[config.mk]
export PLATFORM = sky130hd
export DESIGN_NAME = bracket_indent_formatter_unit
export DESIGN_NICKNAME = d
export VERILOG_FILES = /design/src/design/bif_pkg.sv /design/src/design/bif_front.sv /design/src/design/bif_queue.sv /design/src/design/bif_back.sv /design/src/design/bracket_indent_formatter_unit.sv
export SDC_FILE = /design/constraint.sdc
export NUM_CORES = 1
export LEC_CHECK = 0
export BUFFER_PORTS_ARGS = -buffer_cell sky130_fd_sc_hd__buf_2
export CORE_MARGIN = 3
export CORE_UTILIZATION = 52
export DETAILED_ROUTE_END_ITERATION = 7
export PLACE_DENSITY_LB_ADDON = 0.15
export SYNTH_ARGS = -nofsm -noshare
export SYNTH_HDL_FRONTEND = slang
export SYNTH_SLANG_ARGS = --single-unit
[constraint.sdc]
create_clock -name aclk -period 4.85 [get_ports aclk]
set_clock_uncertainty 0.15 [all_clocks]
set_input_delay 0.485 -clock aclk [delete_from_list [all_inputs] [get_ports aclk]]
set_output_delay 0.485 -clock aclk [all_outputs]
set_load 0.05 [all_outputs]
[src/design/bif_pkg.sv]
// shared types and constants of the bracket indent formatter
`timescale 1ns / 1ps

package bif_pkg;

    // character codes
    localparam logic [7:0] CHR_LBRACE = 8'h7B;
    localparam logic [7:0] CHR_LPAREN = 8'h28;
    localparam logic [7:0] CHR_LBRACK = 8'h5B;
    localparam logic [7:0] CHR_RBRACE = 8'h7D;
    localparam logic [7:0] CHR_RPAREN = 8'h29;
    localparam logic [7:0] CHR_RBRACK = 8'h5D;
    localparam logic [7:0] CHR_COMMA  = 8'h2C;
    localparam logic [7:0] CHR_SEMI   = 8'h3B;
    localparam logic [7:0] CHR_DQUOTE = 8'h22;
    localparam logic [7:0] CHR_SQUOTE = 8'h27;
    localparam logic [7:0] CHR_NEWLINE = 8'h0A;

    // indent width register
    localparam logic [3:0] INDENT_WIDTH_RESET = 4'd4;
    localparam logic [3:0] INDENT_WIDTH_MAX   = 4'd8;
    localparam logic       ADDR_INDENT_WIDTH  = 1'b0;

    // command queue between front and back
    localparam int QUEUE_DEPTH = 4;
    localparam int QPTR_W      = $clog2(QUEUE_DEPTH);
    localparam int QCNT_W      = $clog2(QUEUE_DEPTH + 1);

    // what the back end has to do with one byte
    typedef enum logic [1:0] {
        CLS_PASS,
        CLS_OPEN,
        CLS_CLOSE,
        CLS_SEP
    } cls_t;

    // one classified request
    typedef struct packed {
        cls_t       cls;
        logic [7:0] data;
        logic [7:0] depth_a;   // depth of the first line break
        logic [7:0] depth_b;   // depth of the break after an opening bracket
    } cmd_t;

endpackage

[src/design/bif_front.sv]
// front end: accepts bytes, tracks quotes and nesting depth, classifies
`timescale 1ns / 1ps

module bif_front import bif_pkg::*; #(
    parameter int MAX_DEPTH = 255
) (
    input  logic       aclk,
    input  logic       aresetn,
    input  logic       s_tvalid,
    output logic       s_tready,
    input  logic [7:0] s_tdata,     // in_byte[7:0]
    input  logic       q_full,
    output logic       q_push,
    output cmd_t       q_cmd
);

    typedef enum logic [1:0] {
        Q_NONE,
        Q_DOUBLE,
        Q_SINGLE,
        Q_STRAY
    } quote_t;

    localparam logic [7:0] DEPTH_LIMIT = 8'(MAX_DEPTH);

    logic [7:0] depth_reg, depth_next;
    quote_t     quote_reg, quote_next;
    logic       accept;
    quote_t     byte_quote;

    assign s_tready = !q_full;
    assign accept   = s_tvalid && s_tready;
    assign q_push   = accept;

    // classify the byte and work out the next depth and quote state
    always_comb begin
        depth_next    = depth_reg;
        quote_next    = quote_reg;
        q_cmd.cls     = CLS_PASS;
        q_cmd.data    = s_tdata;
        q_cmd.depth_a = depth_reg;
        q_cmd.depth_b = depth_reg;
        byte_quote    = (s_tdata == CHR_DQUOTE) ? Q_DOUBLE : Q_SINGLE;

        if (s_tdata == CHR_DQUOTE || s_tdata == CHR_SQUOTE) begin
            // a quote of the other kind leaves the open one alone
            if (quote_reg == Q_NONE || quote_reg == Q_STRAY) begin
                quote_next = byte_quote;
            end else if (quote_reg == byte_quote) begin
                quote_next = Q_NONE;
            end
        end else if (quote_reg == Q_DOUBLE || quote_reg == Q_SINGLE) begin
            q_cmd.cls = CLS_PASS;
        end else begin
            unique case (s_tdata) inside
                CHR_LBRACE, CHR_LPAREN, CHR_LBRACK: begin
                    q_cmd.cls = CLS_OPEN;
                    if (depth_reg < DEPTH_LIMIT) begin
                        depth_next = depth_reg + 8'd1;
                    end
                    q_cmd.depth_b = depth_next;
                end
                CHR_RBRACE, CHR_RPAREN, CHR_RBRACK: begin
                    q_cmd.cls = CLS_CLOSE;
                    if (depth_reg != 8'd0) begin
                        depth_next = depth_reg - 8'd1;
                    end
                    q_cmd.depth_a = depth_next;
                end
                CHR_COMMA, CHR_SEMI: begin
                    q_cmd.cls = CLS_SEP;
                end
                default: begin
                    q_cmd.cls = CLS_PASS;
                end
            endcase
        end
    end

    // state update on each accepted byte
    always_ff @(posedge aclk) begin
        if (!aresetn) begin
            depth_reg <= '0;
            quote_reg <= Q_NONE;
        end else if (accept) begin
            depth_reg <= depth_next;
            quote_reg <= quote_next;
        end
    end

`ifndef NO_ASSERTIONS
    // depth never passes the configured ceiling
    a_depth_limit: assert property (@(posedge aclk) disable iff (!aresetn)
        depth_reg <= DEPTH_LIMIT)
        else $error("nesting depth above limit");
`endif

endmodule

[src/design/bif_queue.sv]
// short command queue between the front and back ends
`timescale 1ns / 1ps

module bif_queue import bif_pkg::*; (
    input  logic aclk,
    input  logic aresetn,
    input  logic push,
    input  cmd_t push_cmd,
    output logic full,
    input  logic pop,
    output logic empty,
    output cmd_t head
);

    localparam logic [QCNT_W-1:0] COUNT_FULL = QCNT_W'(QUEUE_DEPTH);
    localparam logic [QPTR_W-1:0] PTR_LAST   = QPTR_W'(QUEUE_DEPTH - 1);

    cmd_t              entry_reg [QUEUE_DEPTH];
    logic [QPTR_W-1:0] wr_ptr_reg, wr_ptr_next;
    logic [QPTR_W-1:0] rd_ptr_reg, rd_ptr_next;
    logic [QCNT_W-1:0] count_reg, count_next;

    assign full  = (count_reg == COUNT_FULL);
    assign empty = (count_reg == '0);
    assign head  = entry_reg[rd_ptr_reg];

    // pointer and fill bookkeeping
    always_comb begin
        wr_ptr_next = wr_ptr_reg;
        rd_ptr_next = rd_ptr_reg;
        count_next  = count_reg;
        if (push) begin
            wr_ptr_next = (wr_ptr_reg == PTR_LAST) ? '0 : wr_ptr_reg + 1'b1;
        end
        if (pop) begin
            rd_ptr_next = (rd_ptr_reg == PTR_LAST) ? '0 : rd_ptr_reg + 1'b1;
        end
        if (push && !pop) begin
            count_next = count_reg + 1'b1;
        end else if (pop && !push) begin
            count_next = count_reg - 1'b1;
        end
    end

    always_ff @(posedge aclk) begin
        if (!aresetn) begin
            wr_ptr_reg <= '0;
            rd_ptr_reg <= '0;
            count_reg  <= '0;
        end else begin
            wr_ptr_reg <= wr_ptr_next;
            rd_ptr_reg <= rd_ptr_next;
            count_reg  <= count_next;
        end
    end

    // storage
    always_ff @(posedge aclk) begin
        if (push) begin
            entry_reg[wr_ptr_reg] <= push_cmd;
        end
    end

`ifndef NO_ASSERTIONS
    a_no_overflow: assert property (@(posedge aclk) disable iff (!aresetn)
        !(push && full))
        else $error("push into full queue");

    a_no_underflow: assert property (@(posedge aclk) disable iff (!aresetn)
        !(pop && empty))
        else $error("pop from empty queue");

    a_count_bound: assert property (@(posedge aclk) disable iff (!aresetn)
        count_reg <= COUNT_FULL)
        else $error("queue count out of range");
`endif

endmodule

[src/design/bif_back.sv]
// back end: expands each command into results, one per cycle while m_tready is high
`timescale 1ns / 1ps

module bif_back import bif_pkg::*; (
    input  logic        aclk,
    input  logic        aresetn,
    input  logic [3:0]  indent_width,
    input  logic        q_empty,
    input  cmd_t        q_head,
    output logic        q_pop,
    output logic        m_tvalid,
    input  logic        m_tready,
    output logic [23:0] m_tdata,    // out_byte[7:0], indent_spaces[18:8], zero pad
    output logic [0:0]  m_tuser,    // kind[0]
    output logic        m_tlast
);

    logic [1:0]  step_reg, step_next;
    logic        valid_reg, valid_next;
    logic        kind_reg;
    logic [7:0]  byte_reg;
    logic [10:0] spaces_reg;
    logic        last_reg;

    logic        load;
    logic        is_break;
    logic        is_last;
    logic [7:0]  brk_depth;
    logic [3:0]  eff_width;
    logic [11:0] product;
    logic [10:0] spaces;

    // which result of the head command this step produces
    always_comb begin
        is_break  = 1'b0;
        is_last   = 1'b1;
        brk_depth = q_head.depth_a;
        case (q_head.cls)
            CLS_OPEN: begin
                is_break  = (step_reg != 2'd1);
                is_last   = (step_reg == 2'd2);
                brk_depth = (step_reg == 2'd2) ? q_head.depth_b : q_head.depth_a;
            end
            CLS_CLOSE: begin
                is_break = (step_reg == 2'd0);
                is_last  = (step_reg == 2'd1);
            end
            CLS_SEP: begin
                is_break = (step_reg == 2'd1);
                is_last  = (step_reg == 2'd1);
            end
            default: begin
                is_break = 1'b0;
                is_last  = 1'b1;
            end
        endcase
    end

    // indent count, width clamped to eight
    assign eff_width = (indent_width > INDENT_WIDTH_MAX) ? INDENT_WIDTH_MAX : indent_width;
    assign product   = {4'd0, brk_depth} * {8'd0, eff_width};
    assign spaces    = product[10:0];

    // output register takes a new result when empty or drained
    assign load  = (!valid_reg || m_tready) && !q_empty;
    assign q_pop = load && is_last;

    always_comb begin
        step_next  = step_reg;
        valid_next = valid_reg;
        if (load) begin
            valid_next = 1'b1;
            step_next  = is_last ? 2'd0 : step_reg + 2'd1;
        end else if (m_tready) begin
            valid_next = 1'b0;
        end
    end

    always_ff @(posedge aclk) begin
        if (!aresetn) begin
            step_reg  <= '0;
            valid_reg <= 1'b0;
        end else begin
            step_reg  <= step_next;
            valid_reg <= valid_next;
        end
    end

    // result payload
    always_ff @(posedge aclk) begin
        if (load) begin
            kind_reg   <= is_break;
            byte_reg   <= is_break ? CHR_NEWLINE : q_head.data;
            spaces_reg <= is_break ? spaces : 11'd0;
            last_reg   <= is_last;
        end
    end

    assign m_tvalid   = valid_reg;
    assign m_tdata    = {5'd0, spaces_reg, byte_reg};
    assign m_tuser[0] = kind_reg;
    assign m_tlast    = last_reg;

`ifndef NO_ASSERTIONS
    // a command part way through expansion is still at the queue head
    a_step_has_cmd: assert property (@(posedge aclk) disable iff (!aresetn)
        !(q_empty && step_reg != 2'd0))
        else $error("expansion step without a command");
`endif

endmodule

[src/design/bracket_indent_formatter_unit.sv]
// top level of the bracket indent formatter
//
//  channel   direction  handshake          payload
//  s_*       in         s_tvalid/s_tready  s_tdata: in_byte
//  m_*       out        m_tvalid/m_tready  m_tdata: out_byte, indent_spaces;
//                                          m_tuser: kind; m_tlast: last
//  apb       in         psel/penable       indent_width at byte address 0
//
// a byte is taken each cycle while the four-entry command queue has room
// results leave one per cycle while m_tready is high, and a byte yields 1 to 3 results
// (3 for an opening bracket, 2 for a closing bracket or separator, else 1)
// reset is synchronous and active low; it clears depth, quote state and queue,
// and sets indent_width to 4; there is no clearing pass
// a stalled result port fills the queue and then deasserts s_tready
`timescale 1ns / 1ps

module bracket_indent_formatter_unit import bif_pkg::*; #(
    parameter int MAX_DEPTH = 255
) (
    input  logic        aclk,
    input  logic        aresetn,
    // input stream
    input  logic        s_tvalid,
    output logic        s_tready,
    input  logic [7:0]  s_tdata,    // in_byte[7:0]
    // result stream
    output logic        m_tvalid,
    input  logic        m_tready,
    output logic [23:0] m_tdata,    // out_byte[7:0], indent_spaces[18:8], zero pad
    output logic [0:0]  m_tuser,    // kind[0]
    output logic        m_tlast,
    // configuration
    input  logic        psel,
    input  logic        penable,
    input  logic        pwrite,
    input  logic [2:0]  paddr,
    input  logic [31:0] pwdata,
    output logic [31:0] prdata,
    output logic        pready
);

    logic [3:0] indent_width_reg;
    logic       cfg_write;
    logic       q_full;
    logic       q_empty;
    logic       q_push;
    logic       q_pop;
    cmd_t       push_cmd;
    cmd_t       q_head;

    // configuration register
    assign pready    = 1'b1;
    assign cfg_write = psel && penable && pwrite && pready && (paddr[2] == ADDR_INDENT_WIDTH);
    assign prdata    = (paddr[2] == ADDR_INDENT_WIDTH) ? {28'd0, indent_width_reg} : 32'd0;

    always_ff @(posedge aclk) begin
        if (!aresetn) begin
            indent_width_reg <= INDENT_WIDTH_RESET;
        end else if (cfg_write) begin
            indent_width_reg <= pwdata[3:0];
        end
    end

    bif_front #(
        .MAX_DEPTH (MAX_DEPTH)
    ) u_front (
        .aclk     (aclk),
        .aresetn  (aresetn),
        .s_tvalid (s_tvalid),
        .s_tready (s_tready),
        .s_tdata  (s_tdata),
        .q_full   (q_full),
        .q_push   (q_push),
        .q_cmd    (push_cmd)
    );

    bif_queue u_queue (
        .aclk     (aclk),
        .aresetn  (aresetn),
        .push     (q_push),
        .push_cmd (push_cmd),
        .full     (q_full),
        .pop      (q_pop),
        .empty    (q_empty),
        .head     (q_head)
    );

    bif_back u_back (
        .aclk         (aclk),
        .aresetn      (aresetn),
        .indent_width (indent_width_reg),
        .q_empty      (q_empty),
        .q_head       (q_head),
        .q_pop        (q_pop),
        .m_tvalid     (m_tvalid),
        .m_tready     (m_tready),
        .m_tdata      (m_tdata),
        .m_tuser      (m_tuser),
        .m_tlast      (m_tlast)
    );

endmodule
* Word-level counts from Yosys, hierarchy flattened
Memory sizes are Yosys's and may differ from the RTL's. A register that Yosys moved wholly into a read port is not among the register bits.
Index checks and enable logic that the tools add are counted.
** Storage, ports and cells
- Flip-flop bits (word level) :: 45
- Memory bits (writable) :: 104
- Output and inout port bits :: 61
- Memories kept :: 1
** Memories
- u_queue.entry_reg :: depth 4, width 26, rd ports 1, clocked after memory_dff 1, wr ports 1, RTL line bif_queue.sv:18 : cmd_t entry_reg [QUEUE_DEPTH];
** Cells by class
- Add/subtract/negate cells :: 7
- Multiply operators :: 1
- $lt $le $gt $ge :: 2
- Equality and inequality tests :: 23
- Multiplexer cells :: 30
- Bitwise logic cells :: 3
- Reduce and logical (&&, ||, !) cells :: 31
** Operator list (number)
- $eq A8 B6 Y1 const B :: 6
- $mux W8 :: 6
- $eq A8 B7 Y1 const B :: 4
- $mux W16 :: 2
- $mux W2 :: 10
- $pmux W8 S2 :: 1
- $eq A2 B2 Y1 const B :: 7
- $mul A8 B4 Y11 :: 1
- $add A8 B1 Y8 const B :: 1
- $logic_and A1 B1 Y1 :: 8
- $lt A8 B8 Y1 const B :: 1
- $mux W4 :: 2
- $reduce_bool A2 Y1 :: 4
- $reduce_bool A8 Y1 :: 1
- $sub A8 B1 Y8 const B :: 1
- $add A2 B1 Y2 const B :: 3
- $eq A2 B1 Y1 const B :: 3
- $mux W3 :: 2
- $pmux W2 S3 :: 1
- $reduce_or A3 Y1 :: 2
- $logic_not A1 Y1 :: 5
- $gt A4 B4 Y1 const B :: 1
- $logic_not A2 Y1 :: 2
- $logic_or A1 B1 Y1 :: 4
- 13 further kinds :: 19

* Logic depth before layout (Yosys ltp)
Gate-level depths: netlist of run 1.
- Word-level depth :: 7
- Depth in mapped cells :: 18
- Mapped depth without buffers :: 17

* Modules after synthesis
Synthesis of run 1 repeated with hierarchy kept, for this count alone.
** Second synthesis, totals
- Cell total of the unflattened synthesis :: 618
- Area, all modules :: 8030.2 sq um
** Modules (own cells, without submodules)
- bif_queue :: instances 1, cells each 180, area each 4255.3 sq um, sequential area each 3303.2 sq um
- bif_back :: instances 1, cells each 206, area each 2037.0 sq um, sequential area each 690.7 sq um
- bif_front :: instances 1, cells each 179, area each 1306.3 sq um, sequential area each 200.2 sq um
- bracket_indent_formatter_unit :: instances 1, cells each 53, area each 431.7 sq um, sequential area each 80.1 sq um

* Least setup slack after synthesis of run 1
Ideal clock, no wire load.
- Kind :: reg-to-reg
- Start :: register with a tool-made name
- End :: register u_back.spaces_reg[10] (data pin)
- Library setup time :: 0.257 ns
- Arrival time :: 4.467 ns
- Data required time :: 4.443 ns
- Slack :: -0.024 ns
- Cell stages (with the launch flop) :: 19
- Period minus slack after synthesis :: 4.874 ns
- Cell sequence :: dfxtp_1 > buf_6 > mux4_2 > nand3b_4 > buf_6 > mux4_2 > mux2i_4 > nor2b_1 > fa_1 > inv_1 > fa_1 > inv_1 > ha_1 > nor2b_1 > o21ai_0 > nand2b_1 > a311oi_1 > nor4_1 > nand2b_1
** RTL lines
- end signal, assigned :: RTL line bif_back.sv:94 : spaces_reg <= is_break ? spaces : 11'd0;
- end, declared :: RTL line bif_back.sv:22 : logic [10:0] spaces_reg;

==> results of run 1 <==
==> repair_timing <==
action	4_1_cts	5_1_grt
endpoints found under the setup margin	4	4
resized for setup	14	9
pin swaps	6	9
gates cloned	1	0
setup buffers	0	5
==> cell families after synthesis <==
kind of cell / after synthesis / share of synthesized area [%]
AOI/OAI and AO/OA: 77 / 6.18
xor gates and xnor gates: 17 / 1.90
adders and majority gates: 39 / 7.47
buffers and inverters: 95 / 6.46
DFF: 151 / 54.5
muxes: 48 / 11.7
other: 2 / 0.0958
and+or+nand+nor: 176 / 11.7
==> through the flow <==
stage | instances | setup TNS, ns
finish | 873 | 0
global route | 873 | -0.226
CTS | 868 | 0
floorplan | 637 | 0
detailed placement | 835 | -0.509
global placement | 835 | -0.366
==> cell type report <==
class                   count  area [µm²]
clock buffers              19         433
multi-input cells         392        3250
flip-flops and latches    151        4280
clock inverters            13         178
well taps                 184         230
inverters                  35         131
repair buffers             79         482
fillers                  1121        5660
==> Yosys cell counts, types with 6 or more instances <==
master | n | area share, %
mux2i_1 | 11 | 1.4
a21oi_1 | 23 | 1.5
xnor2_1 | 7 | 0.78
and3_1 | 6 | 0.48
nand2b_1 | 10 | 0.80
nand3_1 | 10 | 0.64
buf_4 | 35 | 3.4
fa_1 | 13 | 3.3
edfxtp_1 | 125 | 48
clkbuf_1 | 20 | 0.96
inv_1 | 34 | 1.6
or2_1 | 6 | 0.48
nor2_1 | 52 | 2.5
mux4_2 | 19 | 5.5
nand2_1 | 30 | 1.4
o21ai_0 | 23 | 1.5
ha_1 | 26 | 4.2
mux4_1 | 7 | 2.3
and2_1 | 7 | 0.56
mux2i_4 | 6 | 1.7
nor2b_1 | 14 | 1.1
nor3_1 | 13 | 0.83
dfxtp_1 | 26 | 6.6
xor2_1 | 10 | 1.1
==> how the worst max path moves through the flow <==
stage                             to  slack, ns  depth (start not counted)       from
6_report        u_back.spaces_reg[8]       0.10                         16  flip-flop
5_1_grt        u_back.spaces_reg[10]      -0.07                         16  flip-flop
4_1_cts         u_back.spaces_reg[9]      0.005                         16  flip-flop
3_5_place_dp    u_back.spaces_reg[9]      -0.18                         16  flip-flop
3_3_place_gp    u_back.spaces_reg[8]      -0.14                         16  flip-flop
2_1_floorplan   u_back.spaces_reg[8]      0.004                         18  flip-flop
==> tightest hold or removal path, delay by kind of cell <==
| family | cells | cell delay (ns) |
|---|---|---|
| multiplexers | 1 | 0.05 |
| AND/OR/NAND/NOR | 1 | 0.06 |
| buffers and inverters | 1 | 0.07 |
==> metal layers <==
| layer | GRT usage, % | vias up | share of wire, % |
|---|---|---|---|
| li1 | - | 2283 | - |
| met1 | 26.1 | 2439 | 43 |
| met2 | 32.9 | 143 | 51 |
| met3 | 4.61 | 14 | 4.7 |
| met4 | 6.49 | 0 | 1.2 |
| met5 | 0 | - | 0 |
==> power groups by stage <==
stage	Clock (mW)	Combinational, mW	Sequential [mW]
after floorplan	0	0.906	2.07
after global placement	0	1.56	1.75
after detailed placement	0	1.59	1.76
after CTS	1.40	1.62	1.74
after global routing	1.46	1.79	1.75
final	1.37	1.65	1.73
==> layout by cell type (no fill, tap or decap), types with 3 or more instances in the layout <==
cell type  Yosys  final
nor4_1         3      3
a21oi_1       23     22
or2_1          6      6
fa_1          13     12
clkinv_2       0      4
a21o_1         3      3
bufinv_16      0      4
and2_1         7      7
nor4b_1        4      4
nor3_1        13     13
clkbuf_16      0     17
buf_4         35     32
nor2_1        52     51
and3_1         6      6
xnor2_1        7      7
o211ai_1       5      5
mux4_2        19     24
nand2_1       30     30
or3_1          5      5
xor2_1        10     10
conb_1         2     34
edfxtp_1     125    125
o21ai_0       23     21
ha_1          26     24
inv_1         34     33
mux2_2         5      5
nor2b_1       14     12
buf_2          3     46
dfxtp_1       26     25
o21a_1         4      4
nand3_1       10     10
mux2i_1       11     10
nand2b_1      10     10
mux2i_4        6      7
==> flow_metrics.tcl, run 1 <==
set metrics [dict create \
    status "completed" \
    maxSlewViolCount 0 \
    cpLargestDelayFamily "multiplexers" \
    avgSynthCellArea_um2 13.0 \
    p_sw_share_pct 34.2 \
    cp-start-kind "flip-flop" \
    power_frac_clock_pct 28.8 \
    utilization_pct 61.4 \
    fin_worst_hold_slack_ns 0.124 \
    tightest_slew_ns 0.876 \
    synth_ff_type "edfxtp_1" \
    synth_cell_types 60 \
    maxCapViolations 0 \
    first_pass_iters 4 \
    grt-ovfl-total 0 \
    antenna_found_initial 0 \
    min-delay-start "pwdata[2]" \
    synthArstFlopShare_pct 0 \
    wirelength_um 15500 \
    comb_power_share_pct 34.7 \
    hold_class "primary input to flip-flop" \
    place_ws_ns -0.179 \
    worst_ep_required_time_ns 4.87 \
    die_w_um 129 \
    synth_area_um2 7840 \
    place_hpwl_um 10600 \
    setup.worst_path.end_class "flip-flop" \
    diodes 0 \
    largest_reg_flops 104 \
    remaining_drc_errors 0 \
    initial_core_util_pct 53.5 \
    regToRegEndpoint "u_back.spaces_reg[8]" \
    design.core.area_um2 14600 \
    timing.critical_path.slowest_cell_delay_ns 0.61 \
    fin_crit_sh_pct 97.9 \
    cts_max_path_buffers 2 \
    holdPathEnd "indent_width_reg[2]" \
    max_slew_margin_pct 41.5 \
    total_power_mw 4.75 \
    via_per_inst 5.59 \
    grt_use_total_pct 19.9 \
    power_switching_mw 1.62 \
    numCtsBuffers 17 \
    hold_viol 0 \
    ys_seq_area_share_pct 54.5 \
    cts_hold_buf 0 \
    cts_tree "built" \
    htree_levels 4 \
    grt_pass1_wl_um 25100 \
    fmax_mhz 211 \
    cp.arrival_ns 4.76 \
    design_area_um2 8990 \
    area_growth_pct 14.6 \
    nNetsFinal 765 \
    layout_min_cycle_time_ns 4.75 \
    power.density_nw_per_um2 529 \
    path_max_fanout 5 \
    die_y_um 129 \
    portBuffers 46 \
    rr_worst_depth 16 \
    rsz0062_at_grt "yes" \
    grt_max_degree 27 \
    synthCells 605 \
    critPathSlowestCell "mux4_2" \
    crit_chain "mux4_2 -> nand3b_4 -> mux4_2 -> mux2i_4 -> nor2_1 -> fa_1 -> inv_1 -> fa_1 -> inv_1 -> ha_4 -> nor2b_2 -> o21ai_1 -> nand2b_1 -> a311oi_2 -> xor2_1 -> nor2_1" \
    die_area_um2 16600 \
    first_global_vias 4848 \
    wl_per_cell_um 17.8 \
    critPathKind "flip-flop to flip-flop" \
    synth_edf_count 125 \
    drtIter0Drc 333 \
    power_leakage_nw 3.51 \
    r2r_slack_ns 0.10 \
    ir_drop_uv 239 \
    synth_seq_cells 151 \
    clkLatencyLatePin_ns 0.42 \
    whs_path_depth 3 \
    drive_gt1_share_pct 23.8 \
    rows 44 \
    cts_sinks 151 \
    power.share.sequential_pct 36.4 \
    ctsRootBufferMaster "clkbuf_16" \
    vias 4879 \
    antenna_left 0 \
    io_pins 111 \
    yosys_warnings 0 \
    crit_buf_inv 2 \
    final.setup.worst_slack_ns 0.104 \
    p_int_mw 3.13 \
    setup_viol_count_final 0 \
    place_area_um2 8270 \
    globalplace.congestion 0.853 \
    clkTransAtPathRegs_ns 0.06 \
]
No activity file was read; power rests on OpenSTA's default activity.
==> inputs of run 2 (changes only) <==
SETUP_SLACK_MARGIN = 0.5   (was default)
==> flow_metrics.tcl, run 2 (synthesized netlist as in run 1, its figures left out) <==
set metrics [dict create \
    status "completed" \
    power.density_nw_per_um2 521 \
    grt_use_total_pct 19.1 \
    critPathSlowestCell "mux4_2" \
    fin_cells 875 \
    first_global_vias 4715 \
    largest_reg_flops 104 \
    initial_core_util_pct 53.5 \
    grt_max_degree 27 \
    first_pass_iters 5 \
    power_switching_mw 1.64 \
    die_area_um2 16600 \
    numCtsBuffers 17 \
    min-delay-start "pwdata[2]" \
    hold_class "primary input to flip-flop" \
    worst_ep_required_time_ns 4.87 \
    wirelength_um 15100 \
    hold_viol 0 \
    cts_sinks 151 \
    io_pins 111 \
    setup.worst_path.end_class "flip-flop" \
    place_hpwl_um 10300 \
    design_area_um2 9080 \
    cp-start-kind "flip-flop" \
    whs_path_depth 3 \
    regToRegEndpoint "u_back.spaces_reg[8]" \
    remaining_drc_errors 0 \
    holdPathEnd "indent_width_reg[2]" \
    final_cell_mix "edfxtp_1, nor2_1, buf_2" \
    path_max_fanout 4 \
    cts_tree "built" \
    max_slew_margin_pct 40.2 \
    grt_pass1_wl_um 24400 \
    die_w_um 129 \
    comb_power_share_pct 35.1 \
    drtIter0Drc 270 \
    clkTransAtPathRegs_ns 0.06 \
    place_area_um2 8260 \
    setup_viol_count_final 0 \
    drive_gt1_share_pct 25.3 \
    design.core.area_um2 14600 \
    crit_chain "mux4_2 -> nand3b_4 -> buf_12 -> mux4_2 -> mux2i_4 -> nor2_2 -> fa_1 -> inv_1 -> fa_1 -> inv_2 -> ha_4 -> nor2b_4 -> o21ai_2 -> nand2b_4 -> a311oi_2 -> xor2_1 -> nor2_1" \
    rows 44 \
    diodes 0 \
    htree_levels 4 \
    rsz0062_at_grt "yes" \
    critPathKind "flip-flop to flip-flop" \
    clkLatencyLatePin_ns 0.42 \
    fillCellCount 1107 \
    antenna_found_initial 0 \
    fin_crit_sh_pct 97.2 \
    cts_max_path_buffers 2 \
    power_leakage_nw 3.53 \
    p_int_mw 3.09 \
    final_common_cell "edfxtp_1" \
    maxCapViolations 0 \
    die_y_um 129 \
    via_per_inst 5.51 \
    wl_per_cell_um 17.3 \
    fin_worst_hold_slack_ns 0.129 \
    dp_cells 829 \
    globalplace.congestion 0.867 \
    area_growth_pct 15.8 \
    ir_drop_uv 233 \
    grt-ovfl-total 0 \
    ctsRootBufferMaster "clkbuf_16" \
    cts_hold_buf 0 \
    cp.arrival_ns 4.73 \
    tightest_slew_ns 0.896 \
    portBuffers 46 \
    cpLargestDelayFamily "adder cells" \
    maxSlewViolCount 0 \
    utilization_pct 62.0 \
    crit_buf_inv 3 \
    timing.critical_path.slowest_cell_delay_ns 0.54 \
    nNetsFinal 767 \
    p_sw_share_pct 34.7 \
    layout_min_cycle_time_ns 4.72 \
    rr_worst_depth 17 \
    power.share.sequential_pct 36.6 \
    fmax_mhz 212 \
    antenna_left 0 \
    vias 4821 \
    r2r_slack_ns 0.13 \
    power_frac_clock_pct 28.3 \
]
run 2: cell types whose count changed in the layout (fill, tap and decap cells not counted), moves of 2 or more:
| cell | previous run | this run |
|---|---|---|
| clkinv_4 | 1 | 5 |
| inv_2 | 1 | 3 |
| nand2b_4 | 0 | 2 |
| inv_1 | 33 | 31 |
| nand2b_1 | 10 | 8 |
| ha_2 | 0 | 2 |
| buf_6 | 1 | 3 |
| clkinv_2 | 4 | 1 |
| ha_1 | 24 | 21 |
run 2: repair_timing:
item                       4_1_cts  5_1_grt
gates cloned                     1        0
gates resized for setup         21        3
buffers inserted                10        3
pin swaps                       15        4
setup endpoints to repair        6        6
run 2: final cells by class:
class                   instances  area, µm²  share of cell area [%]
clock inverters                14        173                    1.90
repair buffers                 81        517                    5.69
flip-flops and latches        151       4280                    47.1
clock buffers                  18        429                    4.73
well taps                     184        230                    2.54
multi-input cells             392       3320                    36.6
inverters                      35        131                    1.45
run 2: metal layers:
| layer | global-route usage [%] | up-vias | share of wire, % |
|---|---|---|---|
| met2 | 31.3 | 142 | 50 |
| met5 | 0 | - | 0 |
| met3 | 3.82 | 20 | 4.5 |
| li1 | - | 2289 | - |
| met1 | 25.5 | 2370 | 44 |
| met4 | 7.04 | 0 | 1.6 |
run 2: power groups by stage:
stage / combinational [mW] / clock (mW) / sequential, mW
floorplan: 0.924 / 0 / 2.07
global placement: 1.53 / 0 / 1.75
detailed placement: 1.56 / 0 / 1.76
CTS: 1.65 / 1.37 / 1.74
global route: 1.81 / 1.42 / 1.75
finish: 1.66 / 1.34 / 1.73
run 2: per-stage QoR:
stage	setup WS [ns]	TNS, ns	total power [mW]
after floorplan	0.171	0	2.99
after global placement	0.0395	0	3.28
after detailed placement	-0.0214	-0.0214	3.32
after CTS	0.0788	0	4.76
after global routing	-0.0212	-0.0326	4.98
final	0.135	0	4.73
run 2: worst register-to-register path: cells and delay by family, from the launching register on:
| family | cells | cell delay (ns) |
|---|---|---|
| AOI/OAI and AO/OA | 2 | 0.44 |
| xor gates and xnor gates | 1 | 0.20 |
| adders and majority gates | 3 | 1.25 |
| buffers and inverters | 3 | 0.26 |
| DFF | 1 | 0.37 |
| muxes | 3 | 1.20 |
| and+or+nand+nor | 5 | 0.59 |
run 2: worst max path at each step:
stage	to	slack (ns)	cells past startpoint
after floorplan	u_back.spaces_reg[9]	0.17	17
after global placement	u_back.spaces_reg[9]	0.04	17
after detailed placement	u_back.spaces_reg[9]	-0.02	17
after CTS	u_back.spaces_reg[9]	0.08	16
after global routing	u_back.spaces_reg[8]	-0.02	17
final	u_back.spaces_reg[8]	0.13	17
